File: src/rtl/tsvenc_pkg.sv
// shared types and constants for the tag run splitter and varint packer
package tsvenc_pkg;

  localparam int NODE_ID_BITS  = 29;
  localparam int POSITION_BITS = 48;
  localparam int OFFSET_BITS   = 10;
  localparam int RUN_LEN_BITS  = 16;
  localparam int LEN_SHIFT     = OFFSET_BITS + 1;
  localparam int LEN_BITS_MIN  = 11;
  localparam int LEN_BITS_MAX  = 16;
  localparam int WORD_W        = LEN_SHIFT + LEN_BITS_MAX + NODE_ID_BITS;
  localparam int CODE_W        = 64;
  localparam int COUNT_W       = 4;
  localparam int SAMPLE_W      = 16;
  localparam int LEN_CFG_W     = 5;

  // configuration register indexes
  localparam logic CFG_LEN_FIELD_BITS = 1'b0;
  localparam logic CFG_SAMPLE_INTERVAL = 1'b1;

  typedef struct packed {
    logic [28:0] node_id;
    logic        reverse_flag;
    logic [9:0]  node_offset;
    logic [15:0] tag_len;
  } tsv_in_t;

  typedef struct packed {
    logic [63:0] code_bytes;
    logic [3:0]  byte_count;
    logic [47:0] start_pos;
    logic        sample_mark;
    logic [47:0] sample_byte_position;
    logic        last_of_run;
  } tsv_out_t;

  // status of the varint shifter back to the sequencer
  typedef struct packed {
    logic               done;
    logic [COUNT_W-1:0] count;
  } vint_stat_t;

endpackage

File: src/rtl/tsvenc_varint.sv
// iterative varint packer: one 7-bit group per cycle off a shift register
module tsvenc_varint
  import tsvenc_pkg::*;
(
  input  logic              clk,
  input  logic              rst_n,
  input  logic              start,
  input  logic [WORD_W-1:0] word,
  output vint_stat_t        stat,
  output logic [CODE_W-1:0] code
);

  logic               busy_r;
  logic               done_r;
  logic [WORD_W-1:0]  word_r;
  logic [CODE_W-1:0]  code_r;
  logic [2:0]         idx_r;
  logic [COUNT_W-1:0] cnt_r;
  logic               more;

  // another byte follows while bits remain above the low seven
  assign more = (|word_r[WORD_W-1:7]) && (idx_r != 3'd7);

  always_ff @(posedge clk) begin
    if (!rst_n) begin
      busy_r <= 1'b0;
      done_r <= 1'b0;
    end else begin
      done_r <= 1'b0;
      if (start) begin
        busy_r <= 1'b1;
      end else if (busy_r && !more) begin
        busy_r <= 1'b0;
        done_r <= 1'b1;
      end
    end
  end

  always_ff @(posedge clk) begin
    if (start) begin
      word_r <= word;
      code_r <= '0;
      idx_r  <= 3'd0;
    end else if (busy_r) begin
      if (more) begin
        code_r[{idx_r, 3'b000} +: 8] <= {1'b1, word_r[6:0]};
        word_r <= word_r >> 7;
        idx_r  <= idx_r + 3'd1;
      end else begin
        code_r[{idx_r, 3'b000} +: 8] <= word_r[7:0];
        cnt_r <= {1'b0, idx_r} + 4'd1;
      end
    end
  end

  assign stat.done  = done_r;
  assign stat.count = cnt_r;
  assign code       = code_r;

endmodule

File: src/rtl/tag_run_split_pack_varint_encoder.sv
// Tag run splitter and varint packer. Each accepted run is cut into chunks of
// at most 2^L-1 positions, each chunk is packed into a word and sent out as a
// little-endian base-128 varint with its running position and, on every k-th
// chunk, the running byte position. One run at a time: the input stalls from
// acceptance until its last chunk has been loaded into the output register.
// Each chunk passes the split, encode and emit states; encode waits on the
// varint shifter, which moves out one 7-bit group per cycle. A zero-length
// run is accepted without leaving idle and gives no result.
module tag_run_split_pack_varint_encoder
  import tsvenc_pkg::*;
(
  input  logic                 clk,
  input  logic                 rst_n,
  input  logic                 in_valid,
  output logic                 in_stall,
  input  tsv_in_t              in_data,
  output logic                 out_valid,
  input  logic                 out_stall,
  output tsv_out_t             out_data,
  input  logic                 cfg_valid,
  output logic                 cfg_ready,
  input  logic                 cfg_index,
  input  logic [SAMPLE_W-1:0]  cfg_data
);

  localparam logic [1:0] S_IDLE  = 2'd0;
  localparam logic [1:0] S_SPLIT = 2'd1;
  localparam logic [1:0] S_ENC   = 2'd2;
  localparam logic [1:0] S_EMIT  = 2'd3;

  logic [1:0]               state_r, state_nxt;
  logic [LEN_CFG_W-1:0]     len_cfg_r;
  logic [SAMPLE_W-1:0]      interval_r;
  logic [POSITION_BITS-1:0] pos_r;
  logic [POSITION_BITS-1:0] bytes_r;
  logic [SAMPLE_W-1:0]      cus_r;

  logic [NODE_ID_BITS-1:0]  node_r;
  logic                     flag_r;
  logic [OFFSET_BITS-1:0]   offset_r;
  logic [RUN_LEN_BITS-1:0]  remaining_r;
  logic [LEN_CFG_W-1:0]     lb_r;
  logic [RUN_LEN_BITS-1:0]  chunk_len_r;
  logic                     last_r;

  logic                     out_valid_r;
  tsv_out_t                 out_data_r;

  logic                     in_acc;
  logic                     slot_free;
  logic [LEN_CFG_W-1:0]     lb_eff;
  logic [RUN_LEN_BITS:0]    full;
  logic                     is_full;
  logic [RUN_LEN_BITS-1:0]  chunk_len;
  logic [5:0]               node_shift;
  logic [WORD_W-1:0]        word;
  logic                     vint_start;
  vint_stat_t               vstat;
  logic [CODE_W-1:0]        vcode;

  assign cfg_ready = 1'b1;
  assign in_stall  = (state_r != S_IDLE);
  assign in_acc    = in_valid && !in_stall;
  assign slot_free = !out_valid_r || !out_stall;

  // clamp the length field width to its legal range
  always_comb begin
    if (len_cfg_r < LEN_CFG_W'(LEN_BITS_MIN)) begin
      lb_eff = LEN_CFG_W'(LEN_BITS_MIN);
    end else if (len_cfg_r > LEN_CFG_W'(LEN_BITS_MAX)) begin
      lb_eff = LEN_CFG_W'(LEN_BITS_MAX);
    end else begin
      lb_eff = len_cfg_r;
    end
  end

  assign full       = (RUN_LEN_BITS+1)'(1) << lb_r;
  assign is_full    = {1'b0, remaining_r} >= full;
  assign chunk_len  = is_full ? RUN_LEN_BITS'(full - (RUN_LEN_BITS+1)'(1)) : remaining_r;
  assign node_shift = 6'(LEN_SHIFT) + {1'b0, lb_r};
  assign word       = WORD_W'(offset_r)
                    | (WORD_W'(flag_r) << OFFSET_BITS)
                    | (WORD_W'(chunk_len) << LEN_SHIFT)
                    | (WORD_W'(node_r) << node_shift);
  assign vint_start = (state_r == S_SPLIT);

  tsvenc_varint u_varint (
    .clk   (clk),
    .rst_n (rst_n),
    .start (vint_start),
    .word  (word),
    .stat  (vstat),
    .code  (vcode)
  );

  always_comb begin
    state_nxt = state_r;
    unique case (state_r)
      S_IDLE: begin
        if (in_acc && (in_data.tag_len != '0)) state_nxt = S_SPLIT;
      end
      S_SPLIT: state_nxt = S_ENC;
      S_ENC: begin
        if (vstat.done) state_nxt = S_EMIT;
      end
      S_EMIT: begin
        if (slot_free) state_nxt = last_r ? S_IDLE : S_SPLIT;
      end
      default: state_nxt = S_IDLE;
    endcase
  end

  always_ff @(posedge clk) begin
    if (!rst_n) begin
      state_r     <= S_IDLE;
      len_cfg_r   <= LEN_CFG_W'(LEN_BITS_MIN);
      interval_r  <= SAMPLE_W'(16);
      pos_r       <= '0;
      bytes_r     <= '0;
      cus_r       <= '0;
      out_valid_r <= 1'b0;
    end else begin
      state_r <= state_nxt;
      if (cfg_valid && cfg_ready) begin
        unique case (cfg_index)
          CFG_LEN_FIELD_BITS:  len_cfg_r  <= cfg_data[LEN_CFG_W-1:0];
          CFG_SAMPLE_INTERVAL: interval_r <= cfg_data;
          default: ;
        endcase
      end
      if (state_r == S_EMIT && slot_free) begin
        out_valid_r <= 1'b1;
        pos_r   <= pos_r + POSITION_BITS'(chunk_len_r);
        bytes_r <= bytes_r + POSITION_BITS'(vstat.count);
        // countdown reloads on a sampled chunk, zero interval acts as one
        if (cus_r == '0) begin
          cus_r <= (interval_r == '0) ? '0 : interval_r - SAMPLE_W'(1);
        end else begin
          cus_r <= cus_r - SAMPLE_W'(1);
        end
      end else if (out_valid_r && !out_stall) begin
        out_valid_r <= 1'b0;
      end
    end
  end

  always_ff @(posedge clk) begin
    if (in_acc) begin
      node_r      <= in_data.node_id[NODE_ID_BITS-1:0];
      flag_r      <= in_data.reverse_flag;
      offset_r    <= in_data.node_offset;
      remaining_r <= in_data.tag_len;
      lb_r        <= lb_eff;
    end else if (state_r == S_SPLIT) begin
      chunk_len_r <= chunk_len;
      last_r      <= !is_full;
      remaining_r <= is_full ? remaining_r - chunk_len : '0;
    end
    if (state_r == S_EMIT && slot_free) begin
      out_data_r.code_bytes           <= vcode;
      out_data_r.byte_count           <= vstat.count;
      out_data_r.start_pos            <= pos_r;
      out_data_r.sample_mark          <= (cus_r == '0);
      out_data_r.sample_byte_position <= (cus_r == '0) ? bytes_r : '0;
      out_data_r.last_of_run          <= last_r;
    end
  end

  assign out_valid = out_valid_r;
  assign out_data  = out_data_r;

`ifndef SYNTH
  a_done_in_enc: assert property (@(posedge clk) disable iff (!rst_n)
    vstat.done |-> (state_r == S_ENC))
    else $error("varint done outside encode state");

  a_accept_next: assert property (@(posedge clk) disable iff (!rst_n)
    in_acc |=> (state_r == S_SPLIT || state_r == S_IDLE))
    else $error("bad state after run accepted");

  a_count_range: assert property (@(posedge clk) disable iff (!rst_n)
    out_valid_r |-> (out_data_r.byte_count != 4'd0 && out_data_r.byte_count <= 4'd8))
    else $error("byte count out of range");

  a_sample_zero: assert property (@(posedge clk) disable iff (!rst_n)
    (out_valid_r && !out_data_r.sample_mark) |-> (out_data_r.sample_byte_position == '0))
    else $error("byte position set on unsampled chunk");
`endif

endmodule
File: config.mk
export PLATFORM = sky130hd
export DESIGN_NAME = tag_run_split_pack_varint_encoder
export DESIGN_NICKNAME = d
export VERILOG_FILES = /design/src/rtl/tsvenc_pkg.sv /design/src/rtl/tsvenc_varint.sv /design/src/rtl/tag_run_split_pack_varint_encoder.sv
export SDC_FILE = /design/constraint.sdc
export NUM_CORES = 1
export LEC_CHECK = 0
export BUFFER_PORTS_ARGS = -buffer_cell sky130_fd_sc_hd__buf_2
export CORE_MARGIN = 1
export CORE_UTILIZATION = 35
export DETAILED_ROUTE_END_ITERATION = 10
export PLACE_DENSITY = 0.59
export SETUP_SLACK_MARGIN = 0.05
export SYNTH_ARGS = -nofsm -noshare
export SYNTH_HDL_FRONTEND = slang
export SYNTH_SLANG_ARGS = --single-unit
File: constraint.sdc
create_clock -name clk -period 9.8 [get_ports clk]
set_input_delay 0 -clock clk [delete_from_list [all_inputs] [get_ports clk]]
set_output_delay 0 -clock clk [all_outputs]
set_load 0.005 [all_outputs]
# After elaboration in Yosys (flattened, before gate mapping)
# Index checks and enable logic that the tools add are counted.
dict set report word_totals {
  inputBits 78
  register_bits 509
  wordCells 115
}
dict set report classes {
  n_addsub 10
  n_reduce_logical 32
  bitwise_logic 8
  n_eq_ne 7
  order_cmp 3
  muxes 23
  shifts 5
}
# operator n
set ops {}
lappend ops {{56-bit two-way mux} 3}
lappend ops {{64-bit bitwise mux} 2}
lappend ops {{8-bit by 8-bit variable part select with 64-bit output} 2}
lappend ops {{16-bit two-way mux} 6}
lappend ops {{64-bit two-way mux} 1}
lappend ops {{8-bit by 8-bit variable shift with 64-bit output (first input constant)} 1}
lappend ops {{27-bit by 56-bit OR with 56-bit output} 1}
lappend ops {{29-bit by 6-bit << shifter with 56-bit output} 1}
lappend ops {{49-bit OR reduction} 1}
lappend ops {{48-bit by 16-bit adder with 48-bit output} 1}
lappend ops {{48-bit by 4-bit adder with 48-bit output} 1}
lappend ops {{16-bit by 1-bit subtractor with 16-bit output (second input constant)} 3}
lappend ops {{16-bit zero test} 2}
lappend ops {{11-bit by 27-bit OR with 27-bit output} 1}
lappend ops {{16-bit by 17-bit >= comparator with 1-bit output} 1}
lappend ops {{1-bit by 5-bit << shifter with 17-bit output (first input constant)} 1}
lappend ops {{16-bit nonzero test} 1}
lappend ops {{16-bit subtractor} 1}
lappend ops {{2-bit nonzero test} 6}
lappend ops {{10-bit by 11-bit OR with 11-bit output} 1}
lappend ops {{2-bit AND reduction} 5}
lappend ops {{6-bit negator with 8-bit output} 1}
lappend ops {{2-bit one-hot mux with 4 select lines} 1}
lappend ops {{4-bit by 5-bit adder with 6-bit output (first input constant)} 1}
lappend ops {{19 further kinds} 43}

# Depth between registers and ports, before layout
dict set report depth {
  ltp_word 7
  mapped_depth 32
}

# By module
# From an unflattened synthesis, not the netlist that was laid out.
dict set report unflattened {
  hier_cells 2252
  area_unflattened_um2 24101.9
}
# mod cells_per_inst area_each_um2 instances
set modules_own_cells {}
lappend modules_own_cells {tag_run_split_pack_varint_encoder 1824 18883.1 1}
lappend modules_own_cells {tsvenc_varint 428 5218.8 1}

# Least setup slack after synthesis
# No wires, ideal clock.
dict set report synth_path {
  path_type {register -> register}
  start {reg lb_r[0]}
  end {reg remaining_r[10], data pin}
  path_stages_with_launch 32
  slack_ns 2.773
  arrival_ns 6.759
  t_required_ns 9.532
  synth_period_minus_slack_ns 7.027
  n_path_buf 7
  path_cell_list {edfxtp_1 -> clkbuf_1 -> buf_1 -> clkbuf_1 -> inv_1 -> ha_1 -> clkbuf_1 -> nand2_1 -> inv_1 -> ha_1 -> nand3b_1 -> a311oi_1 -> a211oi_1 -> o31ai_2 -> and2_1 -> clkbuf_1 -> inv_2 -> clkbuf_1 -> clkbuf_1 -> o21ai_0 -> ha_1 -> inv_1 -> fa_1 -> o21ai_0 -> a31oi_1 -> maj3_1 -> maj3_2 -> a31oi_2 -> a211oi_1 -> a211oi_1 -> xor2_1 -> o31ai_1}
}
dict set report synth_via {
  elab_chain_len 7
}
# element line_no
set synth_lines {}
lappend synth_lines {{start, declared} tag_run_split_pack_varint_encoder.sv:42} ;# logic [LEN_CFG_W-1:0] lb_r;
lappend synth_lines {{start signal, assigned} tag_run_split_pack_varint_encoder.sv:153} ;# lb_r <= lb_eff;
lappend synth_lines {{1-bit by 5-bit << shifter with 17-bit output *} tag_run_split_pack_varint_encoder.sv:77} ;# assign full = (RUN_LEN_BITS+1)'(1) << lb_r;
lappend synth_lines {{16-bit by 1-bit subtractor with 16-bit output or 16-bit by 17-bit >= comparator with 1-bit output (tied branches)} {tag_run_split_pack_varint_encoder.sv:79, tag_run_split_pack_varint_encoder.sv:78}}
lappend synth_lines {{16-bit two-way mux *} tag_run_split_pack_varint_encoder.sv:79} ;# assign chunk_len = is_full ? RUN_LEN_BITS'(full - (RUN_LEN_BITS+1)'(1)) : remaining_r;
lappend synth_lines {{via chunk_len[0]} tag_run_split_pack_varint_encoder.sv:54} ;# logic [RUN_LEN_BITS-1:0] chunk_len;
lappend synth_lines {{16-bit subtractor *} tag_run_split_pack_varint_encoder.sv:157} ;# remaining_r <= is_full ? remaining_r - chunk_len : '0;
lappend synth_lines {{16-bit two-way mux *} tag_run_split_pack_varint_encoder.sv:157}
lappend synth_lines {{16-bit two-way mux *} tag_run_split_pack_varint_encoder.sv:154} ;# end else if (state_r == S_SPLIT) begin
lappend synth_lines {{16-bit two-way mux *} tag_run_split_pack_varint_encoder.sv:148} ;# if (in_acc) begin
lappend synth_lines {{end signal, assigned} tag_run_split_pack_varint_encoder.sv:152} ;# remaining_r <= in_data.tag_len;
lappend synth_lines {{end signal, assigned} tag_run_split_pack_varint_encoder.sv:157}
lappend synth_lines {{end, declared} tag_run_split_pack_varint_encoder.sv:41} ;# logic [RUN_LEN_BITS-1:0] remaining_r;
# Mark *: on every way through the listed nets, which the timed path passes. The rest lies on a longest branch. The select of a mux whose other input is x is not followed.
# A chain may end at the register's enable or synchronous reset.

# Worst setup path in the final report
dict set report layout_path {
  start {reg lb_r[3]}
  end {reg remaining_r[10], data pin}
}
# Same word-level chain as after synthesis.

==> metrics <==
remaining routing DRC violations 0; Ys Warns 0; Setup Skew between 50 and 60 ps; Starting Density 35.5%; portion of the post-synthesis area used by sequential elements a little under three fifths; worst endpoint required time 10110 ps; count of nets after finishing ~2.7k; Static Leakage roughly 11 nW; final hold vios 0; most used standard cell by instance count after synthesis edfxtp_1; total routing resource utilization after global routing 18.2%; number of buffers added by the clock tree synthesis step 55; post-detailed-route via-to-cell ratio 5.19; EDFF count, synth 304; cell types with the highest counts after synthesis edfxtp_1 (304), nor2_1 (278), nand2_1 (277), dfxtp_1 (205), a21oi_1 (191); largest net degree at the start of global routing 103; Reg2Reg Launch Point lb_r[3]; total wire length around 64000 um; final design instance area without fill 28600 um^2; die width around 260 um; HP Class in2reg; utilization after layout 42.5%; top achievable clock speed roughly 0.13 GHz; unrepaired setup endpoints after global routing no; total number of clock tree sinks slightly above 500; Synth Cell Area 23900 um^2; transition time of the tightest slew-check pin ~1100 ps; highest cell delay on the worst timing path around 860 ps; type of element capturing the critical path flop; final setup violation count 0; least setup slack across all paths after layout about 2100 ps; combined buffer and inverter count along the critical path 2; source-to-sink clock delay at the later pin of the worst-skew pair between 600 and 700 ps; worst slew margin relative to its limit between 20% and 30%; critical path class reg2reg; aggregate global routing overflow 0; iteration-0 DRC count of the detailed router between 1k and 1.5k; floorplan die height 264 um; half-perimeter wire length after detailed placement ~45000 um; share of the synthesized area in the top cell type about two fifths; biggest area contributors in the synthesized netlist edfxtp_1 (38%), dfxtp_1 (17%), nor2_1 (4.4%); Post-Route Setup TNS 0 ps; count of input and output buffers 245; net count of the mapped netlist approximately 2.4k; number of distinct standard cells referenced by the synthesized netlist between 90 and 100; Core Region about 67000 um^2; placer's final routability congestion estimate a little over 0.9; cell count after synthesis approximately 2.3k; CTS Root Cell clkbuf_16; maximum resistive drop on vdd around 160 uV; highest fanout seen on the critical path between 40 and 50; number of global-route vias before repair ~18k; min Tclk post-route ~7700 ps; hold_sp cfg_index; average size of a mapped cell between 10 and 15 um^2; area leader, netlist edfxtp_1; growth of design area from synthesis to finish 19.7%; CP Data Arrival Time 8050 ps; origin of the worst setup path lb_r[3]; Async S/R FF share, synth 0%; area after detailed placement 26000 um^2; max-capacitance violation count 0; Rows 95; crit-path leading delay family compound AO/OA/AOI/OAI gates; Primary FF master, synth edfxtp_1; final hold slack about 27 ps; TritonCTS clock tree done; buffer depth of the longest clock path 3; number of H-tree levels 2; startpoint types flop; first-pass GRT wire length approximately 100000 um; number of top-level pins 247; placement-stage worst setup slack between 2000 and 2500 ps; Synth Register Bits approximately 500; cell type with the highest occurrence count on the critical path a211oi_1; routed via count about 18k; Worst-path clk slew approximately 60 ps; run status finished clean; post-detailed-route count of antenna-violating nets 0; number of slew-limit violations in the final report 0; part of the cycle the worst path needs between 70% and 80%; routed length per placed instance roughly 18 um; worst path cell trace nor3b_1 -> nand2_1 -> ha_1 -> nand4_1 -> a311oi_1 -> a211oi_1 -> o31ai_2 -> and2_1 -> inv_2 -> o21ai_0 -> ha_1 -> inv_1 -> fa_1 -> o21ai_0 -> a31oi_1 -> maj3_1 -> maj3_2 -> a31oi_2 -> a211oi_1 -> a211oi_1 -> xor2_1 -> o31ai_1; initial antenna violation count 2; die area just under 70000 um^2; Max stage delay cell, worst path edfxtp_1; cell area power density approximately 280 nW/um^2; setup fix buffers added after clock tree synthesis 0; proportion of layout cells with a drive suffix above 1 approximately 16%; DRT Pass-1 Iters 5
worst min-delay path: stages:
cell and delay, ps:
buf_2 120, nand2b_1 310, mux2i_1 120, nor2_1 70
cell families after synthesis:
kind of cell / after synthesis / synth area share (%)
flip-flops: 509 / 55.3
adder cells (fa/ha/maj): 69 / 3.64
AO/OA/AOI/OAI: 466 / 12.0
buffers and inverters: 188 / 3.06
AND/OR/NAND/NOR: 846 / 16.7
XOR/XNOR: 103 / 3.77
multiplexers: 104 / 5.53
other: 1 / 0.0157
final timing paths:
check,depth (start not counted),slack (ps),endpoint
max reg2reg,22,2060,remaining_r[10]
min,4,30,len_cfg_r[2]
min reg2reg,0,430,out_data[106]
max,22,2060,remaining_r[10]
cell usage in the layout (no fill, tap or decap), types with 8 or more instances in the layout:
cell and instances:
a22oi_1 15, and3_1 10, a211oi_1 16, nand4_1 20
a21oi_1 191, o21a_1 12, a31oi_1 13, o31ai_1 28
clkbuf_1 15, buf_4 25, dlygate4sd3_1 84, or4_1 18
inv_1 60, clkinv_1 10, dfxtp_1 205, mux4_2 22
edfxtp_1 304, mux2i_1 76, nor2_1 278, nand2_1 277
ha_1 59, nand3_1 36, buf_2 245, xnor2_1 49
and2_1 70, nor3_1 23, clkbuf_16 55, o21ai_0 80
xor2_1 51, o211ai_1 16, or3_1 23, a22o_1 8
o22ai_1 17, nor2b_1 16, a21o_1 12, clkinv_2 10
nor4_1 23
through the flow:
| stage | total power, mW | std cells |
|---|---|---|
| 6_report | 8.08 | 3494 |
| 5_1_grt | 8.56 | 3493 |
| 4_1_cts | 8.13 | 3492 |
| 3_5_place_dp | 6.04 | 3304 |
| 3_3_place_gp | 5.99 | 3304 |
| 2_1_floorplan | 5.15 | 2286 |
cell type report:
type | count | area (um^2)
repair buffers | 354 | 2250
inverters | 63 | 245
diodes | 2 | 5.00
multi-input cells | 1589 | 10000
well taps | 873 | 1090
flip-flops and latches | 509 | 13200
fillers | 6417 | 38800
clock inverters | 30 | 284
clock buffers | 74 | 1490
power breakdown:
| group | internal (mW) | switching [mW] |
|---|---|---|
| registers | 2.83 | 0.317 |
| logic | 1.02 | 1.88 |
| clock network | 1.15 | 0.877 |
layer usage:
metal | GRT usage (%) | vias up | routed length, um
li1 | - | 8833 | -
met5 | 0 | - | 0
met4 | 6.20 | 0 | 1810
met3 | 2.53 | 108 | 3240
met2 | 30.9 | 559 | 31100
met1 | 23.6 | 8633 | 28300
what timing repair did:
action | 4_1_cts | 5_1_grt
hold buffers | 84 | 0
hold endpoints to repair | 91 | 0
resized for setup | 0 | 0
setup endpoints to repair | 0 | 0
(Power assumes the default switching activity.)
